**config.mk**
```make
export PLATFORM = sky130hd
export DESIGN_NAME = base64_stream_decoder
export DESIGN_NICKNAME = d
export VERILOG_FILES = /design/src/rtl/b64d_pkg.sv /design/src/rtl/b64d_front.sv /design/src/rtl/b64d_queue.sv /design/src/rtl/b64d_back.sv /design/src/rtl/base64_stream_decoder.sv
export SDC_FILE = /design/constraint.sdc
export NUM_CORES = 1
export LEC_CHECK = 0
export BUFFER_PORTS_ARGS = -buffer_cell sky130_fd_sc_hd__clkbuf_2
export CORE_MARGIN = 3
export CORE_UTILIZATION = 60
export CTS_CLUSTER_SIZE = 30
export DETAILED_ROUTE_END_ITERATION = 6
export PLACE_DENSITY = 0.79
export SLEW_MARGIN = 10
export SYNTH_ARGS = -nofsm -noshare
export SYNTH_HDL_FRONTEND = slang
export SYNTH_SLANG_ARGS = --single-unit
```
**constraint.sdc**
```tcl
create_clock -name clk -period 4.9 [get_ports clk]
set_input_delay 0.735 -clock clk [delete_from_list [all_inputs] [get_ports clk]]
set_output_delay 0.735 -clock clk [all_outputs]
set_load 0.005 [all_outputs]
```
**src/rtl/b64d_pkg.sv**
```systemverilog
// ----------------------------------------------------------------------------
// b64d_pkg
// Types, codes and the character map shared by the stream decoder modules.
// ----------------------------------------------------------------------------
package b64d_pkg;

  localparam logic [7:0] PAD_CHAR = 8'h3D;

  localparam logic [1:0] STATUS_OK      = 2'd0;
  localparam logic [1:0] STATUS_INVALID = 2'd1;
  localparam logic [1:0] STATUS_BAD_LEN = 2'd2;

  localparam logic [1:0] PHASE_FIRST  = 2'd0;
  localparam logic [1:0] PHASE_SECOND = 2'd1;
  localparam logic [1:0] PHASE_THIRD  = 2'd2;
  localparam logic [1:0] PHASE_FOURTH = 2'd3;

  localparam int Q_DEPTH = 4;
  localparam int Q_AW    = $clog2(Q_DEPTH);

  typedef struct packed {
    logic [7:0] char_code;
    logic       end_of_string;
  } in_item_t;

  typedef struct packed {
    logic [7:0] data_byte;
    logic       data_valid;
    logic       last_of_run;
    logic       string_done;
    logic [1:0] status;
  } out_res_t;

  // One request for the back end: up to three bytes, packed to the front.
  typedef struct packed {
    logic [7:0] byte0;
    logic [7:0] byte1;
    logic [7:0] byte2;
    logic [1:0] count;      // results to emit, 1 to 3
    logic       data_valid; // 0 for a closing result that carries no byte
    logic       done;
    logic [1:0] status;
  } rec_t;

  // Bit 6 set: not in the alphabet.
  function automatic logic [6:0] sextet_of(input logic [7:0] c);
    logic [7:0] d;
    d = 8'h40;
    if (c inside {[8'h41:8'h5A]}) begin
      d = c - 8'h41;
    end else if (c inside {[8'h61:8'h7A]}) begin
      d = c - 8'h47;
    end else if (c inside {[8'h30:8'h39]}) begin
      d = c + 8'h04;
    end else if (c == 8'h2B) begin
      d = 8'd62;
    end else if (c == 8'h2F) begin
      d = 8'd63;
    end
    return d[6:0];
  endfunction

endpackage

```
**src/rtl/b64d_front.sv**
```systemverilog
// ----------------------------------------------------------------------------
// b64d_front
// Maps characters to sextets, tracks the group and the error, and builds one
// request per character that completes a group or ends the string.
// ----------------------------------------------------------------------------
module b64d_front (
  input  logic               clk,
  input  logic               rst_n,
  input  logic               accept,
  input  b64d_pkg::in_item_t item,
  output logic               rec_push,
  output b64d_pkg::rec_t     rec
);
  import b64d_pkg::*;

  logic [1:0]  phase_r, phase_nxt;
  logic [17:0] acc_r, acc_nxt;
  logic        tp_r, tp_nxt;
  logic        err_r, err_nxt;

  logic [6:0]  sx;
  logic [5:0]  val;
  logic        is_pad, ok, err_now, emit;
  logic [7:0]  b0, b1, b2;

  always_comb begin
    sx      = sextet_of(item.char_code);
    is_pad  = (item.char_code == PAD_CHAR);
    ok      = !sx[6] || (is_pad && phase_r[1]);
    val     = sx[6] ? 6'd0 : sx[5:0];
    err_now = err_r || !ok;
    emit    = (phase_r == PHASE_FOURTH) && !err_now;
    b0      = acc_r[17:10];
    b1      = acc_r[9:2];
    b2      = {acc_r[1:0], val};

    rec            = '0;
    rec.done       = item.end_of_string;
    rec.data_valid = emit;
    if (emit) begin
      rec.byte0 = b0;
      rec.byte1 = tp_r ? b2 : b1;
      rec.byte2 = b2;
      rec.count = 2'd1 + {1'b0, !tp_r} + {1'b0, !is_pad};
    end else begin
      rec.count = 2'd1;
    end
    if (phase_r != PHASE_FOURTH) begin
      rec.status = STATUS_BAD_LEN;
    end else if (err_now) begin
      rec.status = STATUS_INVALID;
    end else begin
      rec.status = STATUS_OK;
    end
    rec_push = accept && (emit || item.end_of_string);

    phase_nxt = phase_r;
    acc_nxt   = acc_r;
    tp_nxt    = tp_r;
    err_nxt   = err_r;
    if (accept) begin
      phase_nxt = phase_r + 2'd1;
      err_nxt   = err_now;
      case (phase_r)
        PHASE_FIRST: begin
          acc_nxt = {val, 12'd0};
          tp_nxt  = 1'b0;
        end
        PHASE_SECOND: acc_nxt[11:6] = val;
        PHASE_THIRD: begin
          acc_nxt[5:0] = val;
          tp_nxt       = is_pad;
        end
        default: ;
      endcase
      // drop all group state once the string closes
      if (item.end_of_string) begin
        phase_nxt = PHASE_FIRST;
        acc_nxt   = '0;
        tp_nxt    = 1'b0;
        err_nxt   = 1'b0;
      end
    end
  end

  always_ff @(posedge clk) begin
    if (!rst_n) begin
      phase_r <= PHASE_FIRST;
      acc_r   <= '0;
      tp_r    <= 1'b0;
      err_r   <= 1'b0;
    end else begin
      phase_r <= phase_nxt;
      acc_r   <= acc_nxt;
      tp_r    <= tp_nxt;
      err_r   <= err_nxt;
    end
  end

endmodule

```
**src/rtl/b64d_queue.sv**
```systemverilog
// ----------------------------------------------------------------------------
// b64d_queue
// Short first-in first-out queue of requests between front and back end.
// ----------------------------------------------------------------------------
module b64d_queue (
  input  logic           clk,
  input  logic           rst_n,
  input  logic           push,
  input  b64d_pkg::rec_t wdata,
  input  logic           pop,
  output b64d_pkg::rec_t rdata,
  output logic           full,
  output logic           empty
);
  import b64d_pkg::*;

  rec_t            mem_r [Q_DEPTH];
  logic [Q_AW-1:0] wr_ptr_r, wr_ptr_nxt;
  logic [Q_AW-1:0] rd_ptr_r, rd_ptr_nxt;
  logic [Q_AW:0]   cnt_r, cnt_nxt;
  logic            do_push, do_pop;

  always_comb begin
    full       = (cnt_r == (Q_AW+1)'(Q_DEPTH));
    empty      = (cnt_r == '0);
    do_push    = push && !full;
    do_pop     = pop && !empty;
    rdata      = mem_r[rd_ptr_r];
    wr_ptr_nxt = do_push ? Q_AW'((Q_AW+1)'(wr_ptr_r) + 1'b1) : wr_ptr_r;
    rd_ptr_nxt = do_pop ? Q_AW'((Q_AW+1)'(rd_ptr_r) + 1'b1) : rd_ptr_r;
    cnt_nxt    = cnt_r + (Q_AW+1)'(do_push) - (Q_AW+1)'(do_pop);
  end

  always_ff @(posedge clk) begin
    if (do_push) begin
      mem_r[wr_ptr_r] <= wdata;
    end
  end

  always_ff @(posedge clk) begin
    if (!rst_n) begin
      wr_ptr_r <= '0;
      rd_ptr_r <= '0;
      cnt_r    <= '0;
    end else begin
      wr_ptr_r <= wr_ptr_nxt;
      rd_ptr_r <= rd_ptr_nxt;
      cnt_r    <= cnt_nxt;
    end
  end

endmodule

```
**src/rtl/b64d_back.sv**
```systemverilog
// ----------------------------------------------------------------------------
// b64d_back
// Holds the current request and steps through its results, one per pop.
// ----------------------------------------------------------------------------
module b64d_back (
  input  logic                clk,
  input  logic                rst_n,
  input  logic                q_empty,
  input  b64d_pkg::rec_t      q_rdata,
  output logic                q_pop,
  output logic                out_empty,
  input  logic                out_pop,
  output b64d_pkg::out_res_t  out_res
);
  import b64d_pkg::*;

  rec_t       cur_r, cur_nxt;
  logic       vld_r, vld_nxt;
  logic [1:0] idx_r, idx_nxt;
  logic       is_last, take;

  always_comb begin
    is_last = (idx_r == cur_r.count - 2'd1);
    out_empty = !vld_r;

    out_res = '0;
    case (idx_r)
      2'd0:    out_res.data_byte = cur_r.byte0;
      2'd1:    out_res.data_byte = cur_r.byte1;
      default: out_res.data_byte = cur_r.byte2;
    endcase
    out_res.data_valid  = cur_r.data_valid;
    out_res.last_of_run = is_last;
    out_res.string_done = is_last && cur_r.done;
    out_res.status      = (is_last && cur_r.done) ? cur_r.status : STATUS_OK;

    // load the next request when idle or as the last result leaves
    take    = !vld_r || (out_pop && is_last);
    q_pop   = take && !q_empty;
    cur_nxt = q_pop ? q_rdata : cur_r;
    vld_nxt = take ? !q_empty : vld_r;
    idx_nxt = take ? 2'd0 : (out_pop ? idx_r + 2'd1 : idx_r);
  end

  always_ff @(posedge clk) begin
    cur_r <= cur_nxt;
  end

  always_ff @(posedge clk) begin
    if (!rst_n) begin
      vld_r <= 1'b0;
      idx_r <= 2'd0;
    end else begin
      vld_r <= vld_nxt;
      idx_r <= idx_nxt;
    end
  end

endmodule

```
**src/rtl/base64_stream_decoder.sv**
```systemverilog
// ----------------------------------------------------------------------------
// base64_stream_decoder
// Base64 text decoder, one character in per cycle, bytes out as a queue.
// ----------------------------------------------------------------------------
// Input: one character per request with an end-of-string flag, taken when
// in_push is high and in_full low. Results: read the oldest result on
// out_res while out_empty is low; out_pop takes it.
// Each fourth character of a group gives one to three byte results; the
// last character of a string gives the closing result with the status
// (0 ok, 1 invalid character, 2 length not a multiple of four). Bytes of a
// string whose status is not zero are to be discarded by the receiver.
// A result passes the request queue and then the result register.
// Throughput: one character per cycle; results leave at up to one per cycle,
// so four characters (three results) keep pace. The four-entry request queue
// between the character front end and the result back end sets how far the
// input runs ahead when the receiver stalls; in_full rises once it fills.
// Reset clears the group state, the queue and the result valid flag.
// ----------------------------------------------------------------------------
module base64_stream_decoder (
  input  logic               clk,
  input  logic               rst_n,
  input  logic               in_push,
  output logic               in_full,
  input  b64d_pkg::in_item_t in_item,
  output logic               out_empty,
  input  logic               out_pop,
  output b64d_pkg::out_res_t out_res
);
  import b64d_pkg::*;

  logic rec_push, q_pop, q_empty, q_full, accept;
  rec_t rec, q_rdata;

  assign in_full = q_full;
  assign accept  = in_push && !q_full;

  b64d_front u_front (
    .clk      (clk),
    .rst_n    (rst_n),
    .accept   (accept),
    .item     (in_item),
    .rec_push (rec_push),
    .rec      (rec)
  );

  b64d_queue u_queue (
    .clk   (clk),
    .rst_n (rst_n),
    .push  (rec_push),
    .wdata (rec),
    .pop   (q_pop),
    .rdata (q_rdata),
    .full  (q_full),
    .empty (q_empty)
  );

  b64d_back u_back (
    .clk       (clk),
    .rst_n     (rst_n),
    .q_empty   (q_empty),
    .q_rdata   (q_rdata),
    .q_pop     (q_pop),
    .out_empty (out_empty),
    .out_pop   (out_pop),
    .out_res   (out_res)
  );

endmodule

```
==> results.json, run 1 <==
{
  "outcome": "finished, final reports clean",
  "cts.repair.resized": 0,
  "maxSlewHeadroom_pct": 43.83,
  "track_usage_pct": 22.57,
  "switching_share_pct": 25.66,
  "netlist_instances": 515,
  "setup_tns_ns": 0,
  "first_pass_iters": 5,
  "synth_cell_type_count": 67,
  "hold_class": "reg -> reg",
  "r2r_setup_slack_ns": 1.91,
  "fp.dieW_um": 120.3,
  "via_per_inst": 6.075,
  "rsz0062_at_grt": "no",
  "final.setup_skew_ns": 0.009239,
  "max_stage_delay_ns": 0.43,
  "r2r_end": "u_queue.cnt_r[1]",
  "hp-start": "u_front.acc_r[4]",
  "synth_area_leader_cell": "edfxtp_1",
  "routed_wl_um": 15230,
  "antennaDiodeCount": 0,
  "start_util_pct": 61.65,
  "wl_per_cell_um": 20.88,
  "rr_worst_depth": 10,
  "critPathArrivalTime_ns": 3.33,
  "multi_input_area_mm2": 0.002506,
  "rows": 41,
  "hold_viol": 0,
  "start_kind": "primary input",
  "synth-main-ff-cell": "edfxtp_1",
  "power.internal_uw": 3064,
  "end_kind": "flop",
  "cts.sinks": 182,
  "path_max_fanout": 30,
  "io_buffers": 27,
  "ir_worst_vdd_mv": 0.2797,
  "cts_root_buffer": "clkbuf_16",
  "clk_pin_slew_ns": 0.06,
  "synthArstFlopShare_pct": 0,
  "clock_latency_ns": 0.43,
  "grt_pass1_vias": 4542,
  "yosys_register_bits": 182,
  "num_vias": 4429,
  "finalPower_uw": 4121,
  "crit_end": "u_queue.mem_r[0][8]",
  "synth_fp_nets": 550,
  "crit_chain": "clkbuf_2 > inv_1 > ha_1 > a21o_1 > a311oi_2 > a211oi_4 > a21oi_4 > a31o_1 > and2_1 > buf_4",
  "grt_pass1_wl_um": 24390,
  "detail_route.iter0.violations": 462,
  "setup.worst_path.start": "in_item[3]",
  "io_pins": 28,
  "ctsHoldBuffers": 0,
  "finalSetupViolCount": 0,
  "yosysMostFrequentCell": "edfxtp_1",
  "drv_cap": 0,
  "htreeDepth": 4,
  "cts_tree": "yes",
  "post_cts_buffers": 0,
  "pwr-share-clk_pct": 32.7,
  "yosys-top-cells-count": "edfxtp_1, nand2_1, dfxtp_1, mux4_2, nor2_1",
  "worstMarginPinSlew_ns": 0.8425,
  "layoutNonFillerInstCount": 729,
  "powerDensity_mw_per_mm2": 472.7,
  "pwr-share-comb_pct": 18.0,
  "synth_area_mm2": 0.007844,
  "fillCellCount": 881,
  "critPathSlowestCell": "a311oi_2",
  "yosys_warnings": 0,
  "cts_buffers": 17,
  "gp_congestion": 0.8953,
  "grt_max_degree": 33,
  "critPathRequiredTime_ns": 4.96,
  "slew_violations": 0,
  "cts_buffer_depth": 2,
  "synthTopCellsByArea": "edfxtp_1, mux4_2, dfxtp_1, ha_1, nand2_1",
  "synth_edf_count": 150,
  "fmax_ghz": 0.3063,
  "fin_area_mm2": 0.008717,
  "nets": 580,
  "fin_util_pct": 68.52,
  "power_frac_seq_pct": 49.3,
  "drive_gt1_share_pct": 19.57,
  "die_h_um": 120.3,
  "final_antenna_net_count": 0,
  "syn_area_per_cell_um2": 15.23,
  "grt-ovfl-total": 0,
  "antenna_found_initial": 0,
  "leakagePower_uw": 0.002864,
  "syn2layout_area_growth_pct": 11.13,
  "seqCellArea_mm2": 0.005147,
  "synth_seq_area_share_pct": 65.59,
  "remaining_drc_errors": 0,
  "synth_top_area_share_pct": 57.43,
  "placed_area_mm2": 0.008132,
  "core_mm2": 0.01272,
  "period_minus_slack_ns": 3.265,
  "reg2reg_from": "u_back.cur_r[5]",
  "worstSetupPathType": "in -> reg",
  "power.switching_uw": 1057,
  "placed_cells": 698,
  "dp_hpwl_um": 9666,
  "fin_crit_sh_pct": 66.63,
  "die_area_mm2": 0.01448
}
-- per-layer routing --
metal  vias to the layer above  wire [µm]  global-route usage [%]
li1                       2023          -                       -
met1                      2219       6259                   28.57
met2                       152       7881                   38.11
met3                        35        718                   5.613
met4                         0        365                   8.428
met5                         -          0                       0
-- registers in the layout, indices dropped and copies added, names as in the netlist, 2 cells and up --
register and count:
u_front.acc_r 18, u_queue.cnt_r 3, u_queue.wr_ptr_r 2, u_back.cur_r 29
u_back.idx_r 2, u_front.phase_r 2, u_queue.rd_ptr_r 2, u_queue.mem_r 120
-- final cells by class --
class	instances	area share (%)
tap	172	2.469
clock buffer	19	4.966
timing repair buffer	33	2.067
multi-input combinational	289	28.75
inverter	22	0.9473
sequential	182	59.05
clock inverter	12	1.751
-- cells by family (layout without fill, tap and decap cells) --
| kind of cell | count (synthesis) | count (layout) | synth area share [%] |
|---|---|---|---|
| XOR/XNOR | 15 | 15 | 1.771 |
| adder cells (fa/ha/maj) | 22 | 22 | 3.605 |
| flip-flops | 182 | 182 | 65.59 |
| AND/OR/NAND/NOR | 145 | 145 | 10.27 |
| buffers and inverters | 44 | 86 | 2.488 |
| multiplexers | 37 | 37 | 9.507 |
| AO/OA/AOI/OAI | 70 | 70 | 6.764 |
-- placed cells by master (no fill, tap or decap), types with 3 or more instances in the layout --
master / synthesis / layout
a21boi_1: 3 / 3
a21oi_1: 16 / 16
a22oi_1: 9 / 9
a31oi_1: 3 / 3
a32oi_1: 3 / 3
and2_1: 18 / 18
and3_1: 7 / 7
buf_4: 3 / 6
bufinv_16: 0 / 3
clkbuf_16: 0 / 17
clkbuf_2: 0 / 27
dfxtp_1: 32 / 30
edfxtp_1: 150 / 150
ha_1: 21 / 21
inv_1: 21 / 21
mux2i_1: 7 / 7
mux4_2: 30 / 30
nand2_1: 39 / 39
nand2b_1: 7 / 7
nand3_1: 19 / 19
nand3b_1: 3 / 3
nand4_1: 3 / 3
nor2_1: 22 / 21
nor2b_1: 7 / 7
nor3_1: 4 / 4
nor3b_1: 3 / 3
o21ai_0: 6 / 6
o21ai_1: 5 / 5
o2bb2ai_1: 5 / 5
xnor2_1: 11 / 11
xor2_1: 3 / 3
-- power groups by stage --
stage	Sequential [µW]	Combinational, µW	Clock [µW]
floorplan	2000	566	0
global placement	2050	716	0
detailed placement	2060	751	0
CTS	2030	756	1370
global route	2050	821	1430
finish	2030	740	1350
-- critical path: cells and delay by family --
family	cells	cell delay (ns)
compound gates	5	1.36
buf+inv	3	0.72
fa+ha+maj	1	0.31
simple gates	1	0.17
-- per-stage QoR --
step / hold WS (ns) / setup WS, ns
global placement: 0.4465 / 1.290
CTS: 0.4680 / 1.666
floorplan: 0.4262 / 1.208
detailed placement: 0.4553 / 1.224
finish: 0.4662 / 1.635
global route: 0.4879 / 1.515
-- how the worst min path moves through the flow --
stage	endpoint	slack, ns	depth (start not counted)
floorplan	u_front.acc_r[10]	0.43	2
global placement	u_front.acc_r[4]	0.45	2
detailed placement	u_front.acc_r[4]	0.46	2
CTS	u_front.acc_r[4]	0.47	2
global route	u_front.acc_r[14]	0.49	2
finish	u_front.acc_r[4]	0.47	2
No activity file was read; power rests on OpenSTA's default activity.
==> run 2: changes to the inputs <==
CORE_UTILIZATION = 56   (was 60)
PLACE_DENSITY = 0.77   (was 0.79)
clock period = 2.7 ns   (was 4.9 ns; I/O delays follow)
==> run 2 against run 1 <==
Flip-flop and latch count unchanged. Global-route usage increased by 0.069 points. Non-clock buffer count increased by 48. Critical endpoint is now out_res[12].
==> results.json, run 2 (synthesized netlist as in run 1, its figures left out) <==
{
  "ir_worst_vdd_mv": 0.5002,
  "fp.dieW_um": 124.4,
  "num_vias": 4665,
  "cts_tree": "yes",
  "gp_congestion": 0.8810,
  "outcome": "finished, final reports clean",
  "finalSetupViolCount": 0,
  "syn2layout_area_growth_pct": 18.54,
  "setup_slack_ns": 0.2166,
  "rr_worst_depth": 9,
  "die_area_mm2": 0.01546,
  "nets": 628,
  "critPathRequiredTime_ns": 2.30,
  "ctsHoldBuffers": 0,
  "core_mm2": 0.01345,
  "track_usage_pct": 22.64,
  "critPathArrivalTime_ns": 2.08,
  "switching_share_pct": 25.50,
  "detail_route.iter0.violations": 363,
  "final_antenna_net_count": 0,
  "end_kind": "primary output",
  "holdPathStages": 3,
  "r2r_setup_slack_ns": 0.22,
  "reg2reg_from": "u_back.cur_r[5]",
  "worstSetupPathType": "reg -> out",
  "leakagePower_uw": 0.003154,
  "cts_buffers": 17,
  "first_pass_iters": 5,
  "worstMarginPinSlew_ns": 0.6682,
  "largest_reg_flops": 120,
  "power.internal_uw": 5723,
  "hold_class": "in -> reg",
  "grt_pass1_vias": 4790,
  "io_pins": 28,
  "path_max_fanout": 8,
  "pwr-share-clk_pct": 32.6,
  "start_kind": "flop",
  "fin_util_pct": 69.11,
  "via_per_inst": 5.965,
  "final_common_cell": "edfxtp_1",
  "grt-ovfl-total": 0,
  "fin_crit_sh_pct": 91.98,
  "fmax_ghz": 0.4027,
  "power_frac_seq_pct": 47.0,
  "drv_cap": 0,
  "die_h_um": 124.4,
  "r2r_end": "u_queue.cnt_r[1]",
  "wl_per_cell_um": 21.11,
  "pwr-share-comb_pct": 20.4,
  "antenna_found_initial": 0,
  "cts.repair.resized": 0,
  "clock_latency_ns": 0.43,
  "hold_end": "u_back.idx_r[1]",
  "maxSlewHeadroom_pct": 55.29,
  "rsz0062_at_grt": "no",
  "final_cell_mix": "edfxtp_1, buf_4, nand2_1, dfxtp_1, mux4_2",
  "cts.sinks": 182,
  "hold_viol": 0,
  "htreeDepth": 4,
  "reg_top3": "u_queue.mem_r (120), u_back.cur_r (29), u_front.acc_r (18)",
  "slew_violations": 0,
  "io_buffers": 27,
  "dp_hpwl_um": 11110,
  "power.switching_uw": 1959,
  "clk_pin_slew_ns": 0.06,
  "period_minus_slack_ns": 2.483,
  "cts_root_buffer": "clkbuf_16",
  "rows": 42,
  "drive_gt1_share_pct": 28.05,
  "remaining_drc_errors": 0,
  "top_register": "u_queue.mem_r",
  "routed_wl_um": 16510,
  "powerDensity_mw_per_mm2": 826.2,
  "post_cts_buffers": 0,
  "hp-start": "out_pop",
  "antennaDiodeCount": 0,
  "cts_buffer_depth": 2,
  "grt_max_degree": 33,
  "final.setup_skew_ns": 0.008058,
  "grt_pass1_wl_um": 26830,
  "start_util_pct": 58.31,
  "dp_worst_setup_slack_ns": -0.1076
}
[run 2: changes by cell type in the layout (fill, tap and decap cells not counted), moves of 4 or more]
cell,before,now
buf_4,6,45
buf_12,0,9
clkbuf_16,17,22
and2_1,18,14
and2_4,0,4
ha_1,21,17
[run 2: worst max-delay path by stage]
stage	startpoint	slack, ns	depth (start not counted)	endpoint
2_1_floorplan	in_item[3]	-0.09	12	u_queue.cnt_r[1]
3_3_place_gp	in_item[1]	-0.04	12	u_queue.cnt_r[2]
3_5_place_dp	in_item[1]	-0.11	12	u_queue.cnt_r[2]
4_1_cts	u_back.idx_r[0]	0.18	6	out_res[12]
5_1_grt	u_back.idx_r[0]	0.04	6	out_res[11]
6_report	u_back.idx_r[0]	0.22	6	out_res[12]
[run 2: power groups by stage]
stage	clock network [µW]	registers (µW)	logic, µW
CTS	2540	3610	1610
detailed placement	0	3670	1590
global placement	0	3640	1540
floorplan	0	3620	1070
global route	2650	3640	1750
finish	2500	3610	1570
[run 2: routing by layer]
metal / GRT usage (%) / part of all wire, % / routed length (µm) / vias to the layer above
li1: - / - / - / 2128
met1: 28.95 / 40 / 6608 / 2322
met2: 38.10 / 52 / 8546 / 183
met3: 5.232 / 5.8 / 959 / 32
met4: 8.188 / 2.4 / 393 / 0
met5: 0 / 0 / 0 / -
[run 2: critical path, cell delays in order (launching register included)]
cell      delay [ns]
dfxtp_1         0.42
inv_1           0.09
ha_1            0.24
nor2_1          0.54
nand2_1         0.14
nand2_1         0.11
clkbuf_2        0.11
[run 2: final cells by class]
type,count,area [µm²]
fillers,884,4155
well taps,176,220.2
multi-input cells,289,2574
repair buffers,81,653.1
inverters,22,85.08
clock buffers,29,596.8
flip-flops and latches,182,5146
clock inverters,3,22.52
[run 2: stage by stage]
step | setup TNS, ns | area (µm²) | total power [µW] | hold slack, ns | std cells
after floorplan | -0.1771 | 7926 | 4695 | 0.4262 | 515
after global placement | -1.410 | 8678 | 5179 | 0.4434 | 750
after detailed placement | -9.486 | 8678 | 5257 | 0.4531 | 750
after CTS | 0 | 9298 | 7761 | 0.2967 | 782
after global routing | 0 | 9298 | 8042 | 0.3118 | 782
final | 0 | 9298 | 7682 | 0.3205 | 782
==> run 3: changes to the inputs <==
clock period = 2.1 ns   (was 2.7 ns; I/O delays follow)
==> run 3 against run 2 <==
Count of clock-buffer cells in the layout decreased by 12. The flow now finishes with violations (setup timing). Setup slack worse by 0.45 ns. Largest cell class unchanged. Non-clock buffer count increased by 66. Global-route usage grew 2.7 points. Cell count up 8.4%. Critical path depth increased by 3. Sequential power grew 30%. Combinational power increased by 71%. Sequential share of layout area decreased by 6.3 points. Power is 40% higher.
==> results.json, run 3 (synthesized netlist as in run 1, its figures left out) <==
{
  "die_area_mm2": 0.01546,
  "largest_reg_flops": 120,
  "hold_viol": 0,
  "worstSetupPathType": "reg -> reg",
  "clock_latency_ns": 0.44,
  "start_util_pct": 58.31,
  "finalSetupViolCount": 125,
  "syn2layout_area_growth_pct": 33.80,
  "final.setup_skew_ns": 0.01299,
  "cp_top_family": "adder cells",
  "path_buf_inv": 1,
  "outcome": "finished, violations left",
  "cts_root_buffer": "clkbuf_16",
  "htreeDepth": 4,
  "finalPower_uw": 10750,
  "first_pass_iters": 7,
  "critPathSlowestCell": "fa_2",
  "track_usage_pct": 25.38,
  "clk_pin_slew_ns": 0.07,
  "layoutNonFillerInstCount": 848,
  "slew_violations": 0,
  "grt_pass1_wl_um": 29700,
  "placed_area_mm2": 0.009094,
  "crit_chain": "xnor2_2 > mux2i_2 > a21oi_2 > nor2_4 > ha_4 > inv_4 > ha_4 > fa_2 > and2_4",
  "wl_per_cell_um": 23.72,
  "rows": 42,
  "worstMarginPinSlew_ns": 0.7216,
  "rsz0062_at_grt": "yes",
  "hp-start": "out_pop",
  "fp.dieW_um": 124.4,
  "core_mm2": 0.01345,
  "final_common_cell": "edfxtp_1",
  "max_stage_delay_ns": 0.43,
  "routed_wl_um": 20120,
  "antennaDiodeCount": 0,
  "cts_tree": "yes",
  "maxSlewHeadroom_pct": 51.83,
  "rr_worst_depth": 9,
  "reg_top3": "u_queue.mem_r (120), u_back.cur_r (29), u_front.acc_r (18)",
  "end_kind": "flop",
  "period_minus_slack_ns": 2.337,
  "drive_gt1_share_pct": 44.20,
  "grt_max_degree": 32,
  "nets": 694,
  "top_register": "u_queue.mem_r",
  "hold_class": "in -> reg",
  "start_kind": "flop",
  "leakagePower_uw": 0.003635,
  "critPathRequiredTime_ns": 2.43,
  "setup_slack_ns": -0.2365,
  "remaining_drc_errors": 0,
  "violations": "setup timing",
  "hold_end": "u_back.idx_r[0]",
  "die_h_um": 124.4,
  "reg2reg_from": "u_back.cur_r[5]",
  "cts_buffer_depth": 2,
  "io_buffers": 27,
  "ir_worst_vdd_mv": 0.7003,
  "grt_pass1_vias": 5348,
  "powerDensity_mw_per_mm2": 1024,
  "gp_congestion": 0.8420,
  "fmax_ghz": 0.4280,
  "final_cell_mix": "edfxtp_1, buf_4, nand2_1, mux4_2, dfxtp_1",
  "cts_buffers": 17,
  "dp_hpwl_um": 11390,
  "cts.sinks": 182,
  "holdPathStages": 3,
  "path_max_fanout": 2,
  "final_antenna_net_count": 0,
  "r2r_setup_slack_ns": -0.24,
  "detail_route.iter0.violations": 619,
  "drv_cap": 0,
  "num_vias": 5178,
  "antenna_found_initial": 0,
  "r2r_end": "u_queue.cnt_r[1]",
  "via_per_inst": 6.106,
  "io_pins": 28,
  "path_common_cell": "ha_4",
  "critPathArrivalTime_ns": 2.67,
  "fin_area_mm2": 0.01050,
  "placed_cells": 786,
  "holdWs_ns": 0.2200,
  "grt-ovfl-total": 0,
  "fin_crit_sh_pct": 111.3
}
==> run 3: worst max path at each step <==
stage | start | endpoint | slack [ns] | depth (start not counted)
after floorplan | u_back.cur_r[5] | u_queue.cnt_r[1] | -0.61 | 9
after global placement | in_item[1] | u_queue.cnt_r[2] | -0.55 | 12
after detailed placement | in_item[1] | u_queue.cnt_r[2] | -0.63 | 12
after CTS | u_back.cur_r[5] | u_queue.cnt_r[1] | -0.18 | 9
after global routing | in_item[1] | u_queue.mem_r[2][6] | -0.32 | 14
final | u_back.cur_r[5] | u_queue.cnt_r[1] | -0.24 | 9
==> run 3: per-layer routing <==
layer  part of all wire (%)  global-route usage [%]  wire [µm]
met5                      0                       0          0
met4                    3.5                   11.03        702
met3                    7.2                   7.033       1448
met2                     51                   42.84      10330
met1                     38                   30.72       7633
==> run 3: report_power, final <==
part,switching (µW),total [µW],internal (µW)
combinational,1290,2680,1390
sequential,225,4710,4480
clock,1450,3360,1910
==> run 3: through the flow <==
step                TNS, ns  setup slack, ns  util, %
CTS                  -11.34          -0.1773    75.47
floorplan            -81.07          -0.6108        -
detailed placement  -119.02          -0.6253    67.60
global route         -28.04          -0.3206    78.01
finish               -16.87          -0.2365    78.01
global placement    -101.80          -0.5519    67.60
==> run 3: tightest hold or removal path, cell delays in order <==
cell and delay [ns]:
clkbuf_2 0.14, xnor2_1 0.09, nor2_1 0.07
==> run 3: cell type report <==
class | instances | area, µm²
clock buffer | 17 | 425.4
clock inverter | 15 | 193.9
fill | 713 | 2958
inverter | 22 | 92.59
multi-input combinational | 289 | 2923
sequential | 182 | 5149
tap | 176 | 220.2
timing repair buffer | 147 | 1491
==> run 3: repair_timing <==
item                                    CTS  global route
gates resized for setup                  48            49
hold buffers                              0             0
cloned                                    4             6
buffers inserted                         14             9
endpoints found under the setup margin  141           191
pin swaps                                23            12
